[src/hw/rtl/frsm_pkg.sv]
// Package for the Fibonacci range-sum block: widths, command and status types.
// No dependencies; used by frsm_ctrl, frsm_dp and fibonacci_range_sum_mod.
package frsm_pkg;

	localparam int unsigned MOD_W = 31;
	localparam int unsigned IDX_W = 32;
	localparam logic [MOD_W-1:0] MOD_RESET = 31'd1000000007;

	// datapath operations issued by the controller
	typedef enum logic [2:0] {
		OP_NONE  = 3'd0,
		OP_INIT  = 3'd1,   // load base = Q, acc = I
		OP_MULA  = 3'd2,   // acc = acc * base
		OP_SQR   = 3'd3,   // base = base * base
		OP_SAVEH = 3'd4,   // hold F(m+2) from acc
		OP_DIFF  = 3'd5    // result = hold - F(n+1)
	} dp_op_t;

	typedef struct packed {
		logic   start;     // begin one matrix product or simple op
		dp_op_t op;
	} dp_cmd_t;

	typedef struct packed {
		logic done;        // matrix product finished (pulse); simple ops give none
	} dp_sts_t;

endpackage

[src/hw/rtl/frsm_modmul.sv]
// Sequential modular multiplier: (a*b) mod md by MSB-first shift-and-add.
// Uses frsm_pkg for the operand width; one bit of b per cycle.
module frsm_modmul (
	input  logic                  clk,
	input  logic                  arst_n,
	input  logic                  start,
	input  logic [frsm_pkg::MOD_W-1:0] a,
	input  logic [frsm_pkg::MOD_W-1:0] b,
	input  logic [frsm_pkg::MOD_W-1:0] md,
	output logic                  done,
	output logic [frsm_pkg::MOD_W-1:0] p
);
	import frsm_pkg::*;

	localparam int unsigned CNT_W = $clog2(MOD_W + 1);

	logic [MOD_W-1:0] acc_q, b_q;
	logic [CNT_W-1:0] cnt_q;
	logic             busy_q;
	logic [MOD_W+1:0] dbl, dbl_r, add, add_r;

	// acc = 2*acc mod md, then + a mod md (a < md, acc < md)
	always_comb begin
		dbl   = {2'b0, acc_q} << 1;
		dbl_r = (dbl >= {2'b0, md}) ? dbl - {2'b0, md} : dbl;
		add   = dbl_r + (b_q[MOD_W-1] ? {2'b0, a} : '0);
		add_r = (add >= {2'b0, md}) ? add - {2'b0, md} : add;
	end

	always_ff @(posedge clk or negedge arst_n) begin
		if (!arst_n) begin
			busy_q <= 1'b0;
			done   <= 1'b0;
			cnt_q  <= '0;
		end else begin
			done <= 1'b0;
			if (start) begin
				busy_q <= 1'b1;
				cnt_q  <= CNT_W'(MOD_W);
			end else if (busy_q) begin
				cnt_q <= cnt_q - 1'b1;
				if (cnt_q == CNT_W'(1)) begin
					busy_q <= 1'b0;
					done   <= 1'b1;
				end
			end
		end
	end

	always_ff @(posedge clk) begin
		if (start) begin
			acc_q <= '0;
			b_q   <= b;
		end else if (busy_q) begin
			acc_q <= add_r[MOD_W-1:0];
			b_q   <= b_q << 1;
		end
	end

	assign p = acc_q;

endmodule

[src/hw/rtl/frsm_dp.sv]
// Datapath: 2x2 matrix registers, one shared modular multiplier, adder, subtract.
// Depends on frsm_pkg and frsm_modmul.
module frsm_dp (
	input  logic                       clk,
	input  logic                       arst_n,
	input  frsm_pkg::dp_cmd_t          cmd,
	output frsm_pkg::dp_sts_t          sts,
	input  logic [frsm_pkg::MOD_W-1:0] md,
	output logic [frsm_pkg::MOD_W-1:0] result
);
	import frsm_pkg::*;

	// matrix entries: index {row,col}
	logic [MOD_W-1:0] acc_q [4];
	logic [MOD_W-1:0] base_q [4];
	logic [MOD_W-1:0] prod_q [4];
	logic [MOD_W-1:0] hold_q, result_q, p0_q;
	logic [2:0]       step_q;      // product term 0..7: entry = step[2:1], half = step[0]
	logic             busy_q, sqr_q;
	logic             mm_start, mm_done;
	logic [MOD_W-1:0] mm_a, mm_b, mm_p;
	logic [1:0]       ij;
	logic             kk;
	logic [MOD_W:0]   sum, sum_r;
	logic [MOD_W:0]   diff;

	assign ij = step_q[2:1];
	assign kk = step_q[0];

	// operand select: left[i][k] * right[k][j]
	always_comb begin
		mm_a = sqr_q ? base_q[{ij[1], kk}] : acc_q[{ij[1], kk}];
		mm_b = base_q[{kk, ij[0]}];
		sum   = {1'b0, p0_q} + {1'b0, mm_p};
		sum_r = (sum >= {1'b0, md}) ? sum - {1'b0, md} : sum;
		diff  = (hold_q >= acc_q[3]) ? {1'b0, hold_q} - {1'b0, acc_q[3]}
		                             : {1'b0, hold_q} + {1'b0, md} - {1'b0, acc_q[3]};
	end

	frsm_modmul u_mul (
		.clk(clk), .arst_n(arst_n), .start(mm_start),
		.a(mm_a), .b(mm_b), .md(md), .done(mm_done), .p(mm_p)
	);

	// sequencing of the eight partial products of one matrix product
	always_ff @(posedge clk or negedge arst_n) begin
		if (!arst_n) begin
			busy_q   <= 1'b0;
			step_q   <= '0;
			sqr_q    <= 1'b0;
			mm_start <= 1'b0;
			sts      <= '0;
		end else begin
			mm_start <= 1'b0;
			sts.done <= 1'b0;
			if (cmd.start && (cmd.op == OP_MULA || cmd.op == OP_SQR)) begin
				busy_q   <= 1'b1;
				sqr_q    <= (cmd.op == OP_SQR);
				step_q   <= '0;
				mm_start <= 1'b1;
			end else if (busy_q && mm_done) begin
				step_q <= step_q + 1'b1;
				if (step_q == 3'd7) begin
					busy_q   <= 1'b0;
					sts.done <= 1'b1;
				end else begin
					mm_start <= 1'b1;
				end
			end
		end
	end

	// payload registers
	always_ff @(posedge clk) begin
		if (cmd.start) begin
			unique case (cmd.op)
				OP_INIT: begin
					base_q[0] <= MOD_W'(1); base_q[1] <= MOD_W'(1);
					base_q[2] <= MOD_W'(1); base_q[3] <= '0;
					acc_q[0]  <= MOD_W'(1); acc_q[1]  <= '0;
					acc_q[2]  <= '0;        acc_q[3]  <= MOD_W'(1);
				end
				OP_SAVEH: hold_q   <= acc_q[1];
				OP_DIFF:  result_q <= diff[MOD_W-1:0];
				default: ;
			endcase
		end else if (busy_q && mm_done) begin
			if (!kk) p0_q <= mm_p;
			else prod_q[ij] <= sum_r[MOD_W-1:0];
			if (step_q == 3'd7) begin
				if (sqr_q) begin
					base_q[0] <= prod_q[0]; base_q[1] <= prod_q[1];
					base_q[2] <= prod_q[2]; base_q[3] <= sum_r[MOD_W-1:0];
				end else begin
					acc_q[0] <= prod_q[0]; acc_q[1] <= prod_q[1];
					acc_q[2] <= prod_q[2]; acc_q[3] <= sum_r[MOD_W-1:0];
				end
			end
		end
	end

	assign result = result_q;

endmodule

[src/hw/rtl/frsm_ctrl.sv]
// Controller: walks exponent bits of m+2 then n+2, issues datapath ops.
// Depends on frsm_pkg; drives frsm_dp through dp_cmd_t / dp_sts_t.
module frsm_ctrl #(
	parameter int unsigned EXP_BITS = 32
) (
	input  logic                        clk,
	input  logic                        arst_n,
	input  logic                        in_fire,
	input  logic [EXP_BITS-1:0]         n_idx,
	input  logic [EXP_BITS-1:0]         m_idx,
	input  logic                        md_small,
	output logic                        busy,
	output logic                        res_valid,
	output logic                        res_zero,
	input  frsm_pkg::dp_sts_t           sts,
	output frsm_pkg::dp_cmd_t           cmd
);
	import frsm_pkg::*;

	localparam int unsigned EW    = EXP_BITS + 1;
	localparam int unsigned BIT_W = $clog2(EW + 1);

	typedef enum logic [6:0] {
		S_IDLE = 7'b0000001,
		S_INIT = 7'b0000010,
		S_MULA = 7'b0000100,
		S_SQR  = 7'b0001000,
		S_SAVE = 7'b0010000,
		S_DIFF = 7'b0100000,
		S_WAIT = 7'b1000000
	} state_t;

	state_t           state_q;
	logic [EW-1:0]    exp_q, n2_q;
	logic [BIT_W-1:0] bit_q;
	logic             second_q, issued_q;

	assign busy = (state_q != S_IDLE);

	always_ff @(posedge clk or negedge arst_n) begin
		if (!arst_n) begin
			state_q   <= S_IDLE;
			issued_q  <= 1'b0;
			second_q  <= 1'b0;
			bit_q     <= '0;
			res_valid <= 1'b0;
			res_zero  <= 1'b0;
			cmd       <= '0;
		end else begin
			cmd       <= '0;
			res_valid <= 1'b0;
			unique case (state_q)
				S_IDLE: if (in_fire) begin
					exp_q    <= {1'b0, m_idx} + EW'(2);
					n2_q     <= {1'b0, n_idx} + EW'(2);
					second_q <= 1'b0;
					res_zero <= md_small;
					if (md_small) begin
						res_valid <= 1'b1;
					end else begin
						state_q <= S_INIT;
					end
				end
				S_INIT: begin
					cmd      <= '{start: 1'b1, op: OP_INIT};
					bit_q    <= '0;
					state_q  <= S_MULA;
					issued_q <= 1'b0;
				end
				S_MULA: begin
					if (!exp_q[0]) begin
						state_q <= S_SQR;
					end else if (!issued_q) begin
						cmd      <= '{start: 1'b1, op: OP_MULA};
						issued_q <= 1'b1;
					end else if (sts.done) begin
						issued_q <= 1'b0;
						state_q  <= S_SQR;
					end
				end
				S_SQR: begin
					if (!issued_q) begin
						cmd      <= '{start: 1'b1, op: OP_SQR};
						issued_q <= 1'b1;
					end else if (sts.done) begin
						issued_q <= 1'b0;
						exp_q    <= exp_q >> 1;
						bit_q    <= bit_q + 1'b1;
						if (bit_q == BIT_W'(EW - 1)) begin
							state_q <= second_q ? S_DIFF : S_SAVE;
						end else begin
							state_q <= S_MULA;
						end
					end
				end
				S_SAVE: begin
					cmd      <= '{start: 1'b1, op: OP_SAVEH};
					exp_q    <= n2_q;
					second_q <= 1'b1;
					state_q  <= S_INIT;
				end
				S_DIFF: begin
					cmd     <= '{start: 1'b1, op: OP_DIFF};
					state_q <= S_WAIT;
				end
				S_WAIT: begin
					res_valid <= 1'b1;
					state_q   <= S_IDLE;
				end
				default: state_q <= S_IDLE;
			endcase
		end
	end

`ifndef NO_ASSERTIONS
	// a result is produced only from idle or the final state
	a_res_src: assert property (@(posedge clk) disable iff (!arst_n)
		res_valid |-> ($past(state_q) == S_WAIT || $past(state_q) == S_IDLE))
		else $error("result without finishing");
	// no new op is issued while waiting for a datapath op
	a_one_op: assert property (@(posedge clk) disable iff (!arst_n)
		(issued_q && !sts.done) |=> !cmd.start)
		else $error("op overlap");
	// the bit counter never runs past the exponent width
	a_bits: assert property (@(posedge clk) disable iff (!arst_n)
		bit_q <= BIT_W'(EW))
		else $error("bit counter overrun");
`endif

endmodule

[src/hw/rtl/fibonacci_range_sum_mod.sv]
// Fibonacci range sum (F(n)+...+F(m)) mod a configurable modulus.
// Each item is computed as F(m+2) - F(n+1) from two powers of [[1,1],[1,0]]
// by square-and-multiply over EXP_BITS+1 exponent bits. One item at a time:
// each matrix product is 8 modular multiplies on one shared bit-serial unit,
// and an item needs 2*(EXP_BITS+1) matrix squarings plus one matrix multiply
// per set bit of m+2 and n+2. A modulus below 2 returns 0 without running
// the datapath. The result word sits in an output register and no new word
// is taken until it has been read. Depends on frsm_pkg, frsm_ctrl, frsm_dp,
// frsm_modmul.
module fibonacci_range_sum_mod #(
	parameter int unsigned EXP_BITS = 32
) (
	input  logic        clk,
	input  logic        arst_n,
	input  logic        cfg_valid,
	output logic        cfg_ready,
	input  logic [30:0] cfg_data,       // modulus
	input  logic        s_tvalid,
	output logic        s_tready,
	input  logic [63:0] s_tdata,        // [31:0] low_index, [63:32] high_index
	output logic        m_tvalid,
	input  logic        m_tready,
	output logic [31:0] m_tdata         // [30:0] range_sum, [31] zero
);
	import frsm_pkg::*;

	logic [MOD_W-1:0] mod_q, dp_res, out_q;
	logic             out_v_q, busy, res_valid, res_zero, in_fire;
	dp_cmd_t          cmd;
	dp_sts_t          sts;

	assign cfg_ready = 1'b1;
	always_ff @(posedge clk or negedge arst_n) begin
		if (!arst_n) mod_q <= MOD_RESET;
		else if (cfg_valid) mod_q <= cfg_data;
	end

	// take a word only when idle and the output slot is empty
	assign s_tready = !busy && !out_v_q && !res_valid;
	assign in_fire  = s_tvalid && s_tready;

	frsm_ctrl #(.EXP_BITS(EXP_BITS)) u_ctrl (
		.clk(clk), .arst_n(arst_n), .in_fire(in_fire),
		.n_idx(EXP_BITS'(s_tdata[31:0])), .m_idx(EXP_BITS'(s_tdata[63:32])),
		.md_small(mod_q < MOD_W'(2)), .busy(busy), .res_valid(res_valid),
		.res_zero(res_zero), .sts(sts), .cmd(cmd)
	);

	frsm_dp u_dp (
		.clk(clk), .arst_n(arst_n), .cmd(cmd), .sts(sts), .md(mod_q), .result(dp_res)
	);

	// output register
	always_ff @(posedge clk or negedge arst_n) begin
		if (!arst_n) out_v_q <= 1'b0;
		else if (res_valid) out_v_q <= 1'b1;
		else if (m_tready) out_v_q <= 1'b0;
	end
	always_ff @(posedge clk) begin
		if (res_valid) out_q <= res_zero ? '0 : dp_res;
	end

	assign m_tvalid = out_v_q;
	assign m_tdata  = {1'b0, out_q};

endmodule

[config.mk]
export PLATFORM = sky130hd
export DESIGN_NAME = fibonacci_range_sum_mod
export DESIGN_NICKNAME = d
export VERILOG_FILES = /design/src/hw/rtl/frsm_pkg.sv /design/src/hw/rtl/frsm_modmul.sv /design/src/hw/rtl/frsm_dp.sv /design/src/hw/rtl/frsm_ctrl.sv /design/src/hw/rtl/fibonacci_range_sum_mod.sv
export SDC_FILE = /design/constraint.sdc
export NUM_CORES = 1
export LEC_CHECK = 0
export ABC_AREA = 0
export BUFFER_PORTS_ARGS = -buffer_cell sky130_fd_sc_hd__buf_2
export CORE_MARGIN = 2
export CORE_UTILIZATION = 60
export CTS_CLUSTER_SIZE = 28
export DETAILED_ROUTE_END_ITERATION = 16
export PLACE_DENSITY = 0.77
export SLEW_MARGIN = 25
export SYNTH_ARGS = -nofsm -noshare
export SYNTH_HDL_FRONTEND = slang
export SYNTH_SLANG_ARGS = --single-unit
[constraint.sdc]
create_clock -name clk -period 9 [get_ports clk]
set_input_delay 1.8 -clock clk [delete_from_list [all_inputs] [get_ports clk]]
set_output_delay 1.8 -clock clk [all_outputs]
set_load 0.02 [all_outputs]
==> results.tsv <==
metric	value	unit
WL/cell	22.5	µm
startpoint types	register	
Fmax	0.119	GHz
Ys Warns	0	
global-route wire length before repair	160	mm
Flop pwr share	23.8	%
Congestion Overflow GR	0	
IO Pins	135	
GRT Resource Usage Total	29.9	%
chip height	263	µm
CP arrival	8.88	ns
Worst Clk Skew	0.0339	ns
RR Startpoint	mod_q[15]	
layout cell share with drive strength beyond 1	12.9	%
Core ar.	66100	µm²
number of sinks on the clock net	660	
root buffer cell	clkbuf_16	
outcome	finished, final reports clean	
GP Congestion	0.968	
CP top delay family	compound AO/OA/AOI/OAI gates	
Max-Cap Viols	0	
Max rail drop VDD	0.346	mV
Setup Viol. Count Final	0	
R2R depth	34	
Post-synth top flop	edfxtp_1	
antenna-violating nets left	0	
global routing usage on met3	4.76	%
CTS clk-pin slew, worst paths	0.06	ns
Max clock buf depth	3	
fin nets	4059	
H-tree depth	3	
Iter 0 DRT Violations	3089	
Final Max Tran Viols	0	
synthesized instance count	3574	
first drt pass iteration count	5	
Worst setup EP type	register	
Layout area overhead	9.90	%
power per cell area	388	nW/µm²
RSZ-0062 raised after global routing	no	
starting density of the core	60.8	%
P_leak	16.8	nW
Netlist cell types	89	
drt via density	6.28	
top cells by count, synth	562 x edfxtp_1, 262 x nor2_1, 246 x inv_1	
synthesized cell area	40200	µm²
TritonCTS clock tree	built	
# diodes	0	
clock latency on the worst-skew pair	0.63	ns
min cycle time layout	8.43	ns
most common cell in the synthesized netlist	edfxtp_1	
critical path depth	34	
GR Util met2	46.9	%
antenna violations before repair	0	
worst setup path end	u_dp.u_mul.p[23]	
Comb pwr share	59.2	%
top-area cell type share of the netlist area	42.0	%
top cells by area, synth	edfxtp_1 42%, ha_1 7.0%, mux4_2 5.2%	
Synth Net Count	3934	
fin cells	4621	
worst setup path start	mod_q[15]	
die area	69100	µm²
sw frac	43.9	%
sequential cell area fraction in the yosys report	47.7	%
R2R Path End	u_dp.u_mul.p[23]	
Synth async-reset ratio	10.2	%
critical path's largest stage delay	0.64	ns
Tcrit/Tclk final	93.7	%
CTS buffer count	72	
leading area contributor after synthesis	edfxtp_1	
Psw	7.53	mW
Hold WC Path Type	reg2reg	
Hold Crit Start	u_dp.acc_q[1][15]	
Post-DP HPWL	74.6	mm
met1 Usage GRT	43.1	%
PortBufs	132	
WL final	104	mm
setup TNS	0	ns
Final Hold Fails	0	
slew margin rel.	30.4	%
vias in the first global route	27928	
WS Path Type	reg2reg	
worst path required time	9.45	ns
setup slack, reg-to-reg	0.57	ns
total placed cells including tap cells	4486	
number of synthesized register bits	660	
largest net degree at the start of global routing	95	
Vias	29038	
Clk pwr share	17.0	%
Worst Max-Slew Pin Slew	1.04	ns
GR peak layer	met2	
crit-path max FO	14	
number of flops mapped to enable cells by yosys	562	
# DRC	0	
Die X	263	µm
Buffers & Inverters on Critical Path	6	
Core Rows	94	
slowest cell on the critical path	o41ai_2	
internal cell power	9.62	mW
hold buffers post-CTS	0	
Mean Syn Cell Area	11.3	µm²
[worst min path at each step]
stage,to,depth (start not counted),slack [ns]
3_5_place_dp,u_dp.hold_q[15],0,0.43
2_1_floorplan,u_ctrl.state_q[4],1,0.41
5_1_grt,u_dp.hold_q[12],0,0.46
4_1_cts,u_dp.hold_q[15],0,0.45
3_3_place_gp,u_dp.hold_q[7],0,0.43
6_report,u_dp.hold_q[15],0,0.45
[layout make-up]
type / count / area, µm²
fillers: 4958 / 21900
multi-input cells: 2537 / 19600
flip-flops and latches: 660 / 19200
clock buffers: 96 / 1950
well taps: 864 / 1080
repair buffers: 180 / 1040
inverters: 248 / 931
clock inverters: 36 / 359
[logic make-up after synthesis]
family	after synthesis	share of synthesized area, %
compound gates	755	12.2
xor+xnor	252	5.49
fa+ha+maj	260	8.76
buf+inv	377	3.69
flops	660	47.7
mux	232	8.82
other cells	2	0.0187
simple gates	1036	13.3
[registers in the layout, summed over array words and instances (netlist names), 3 cells and up]
| register | flops |
|---|---|
| u_ctrl.cmd | 4 |
| u_dp.base_q | 124 |
| u_ctrl.n2_q | 33 |
| u_dp.u_mul.cnt_q | 5 |
| u_dp.u_mul.b_q | 31 |
| u_dp.prod_q | 93 |
| u_ctrl.state_q | 7 |
| out_q | 31 |
| u_dp.hold_q | 31 |
| u_dp.u_mul.p | 31 |
| u_dp.acc_q | 124 |
| u_ctrl.bit_q | 6 |
| u_dp.result | 31 |
| u_ctrl.exp_q | 33 |
| mod_q | 31 |
| u_dp.p0_q | 31 |
| u_dp.step_q | 3 |
[cells in the final DEF, fill, tap and decap left out, types with 36 or more instances in the layout]
master | netlist | final
buf_2 | 9 | 131
xnor2_1 | 150 | 150
a21oi_1 | 210 | 210
a22oi_1 | 36 | 36
nand2b_1 | 42 | 42
edfxtp_1 | 562 | 562
mux2_2 | 48 | 48
dfrtp_1 | 50 | 43
o21ai_0 | 162 | 161
a211oi_1 | 55 | 54
inv_1 | 246 | 246
fa_1 | 36 | 36
ha_1 | 224 | 224
nand4_1 | 41 | 41
nor2b_1 | 93 | 93
and2_1 | 200 | 200
clkbuf_16 | 0 | 73
xor2_1 | 102 | 102
nor2_1 | 262 | 261
mux2i_1 | 91 | 91
mux4_2 | 93 | 93
a21o_1 | 81 | 81
nand2_1 | 186 | 184
nand3_1 | 65 | 65
buf_4 | 6 | 47
[per-layer routing]
| metal | share of wire [%] | routed length [µm] |
|---|---|---|
| met1 | 42 | 43400 |
| met2 | 45 | 46600 |
| met3 | 10 | 10700 |
| met4 | 3.0 | 3150 |
| met5 | 0 | 0 |
[power by group through the flow]
stage          sequential [mW]  combinational [mW]  clock, mW
6_report                  4.08                10.1       2.92
5_1_grt                   4.10                11.1       3.06
4_1_cts                   4.07                9.89       2.95
3_5_place_dp              4.13                9.81          0
3_3_place_gp              4.12                9.71          0
2_1_floorplan             4.04                7.75          0
[metrics by stage]
step	power, mW	cell area (µm²)	util (%)	setup WS (ns)	hold WS, ns
finish	17.1	44200	66.9	0.570	0.447
global route	18.3	44200	66.9	0.00977	0.463
CTS	16.9	44100	66.8	0.369	0.448
detailed placement	13.9	41800	63.3	0.454	0.435
global placement	13.8	41800	63.3	0.662	0.428
floorplan	11.8	40200	-	1.82	0.414
[timing repair]
item | in CTS | in global routing
gates resized for setup | 0 | 3
setup buffers | 0 | 3
setup endpoints to repair | 0 | 30
Note: power is estimated with default switching activity, not from simulation.
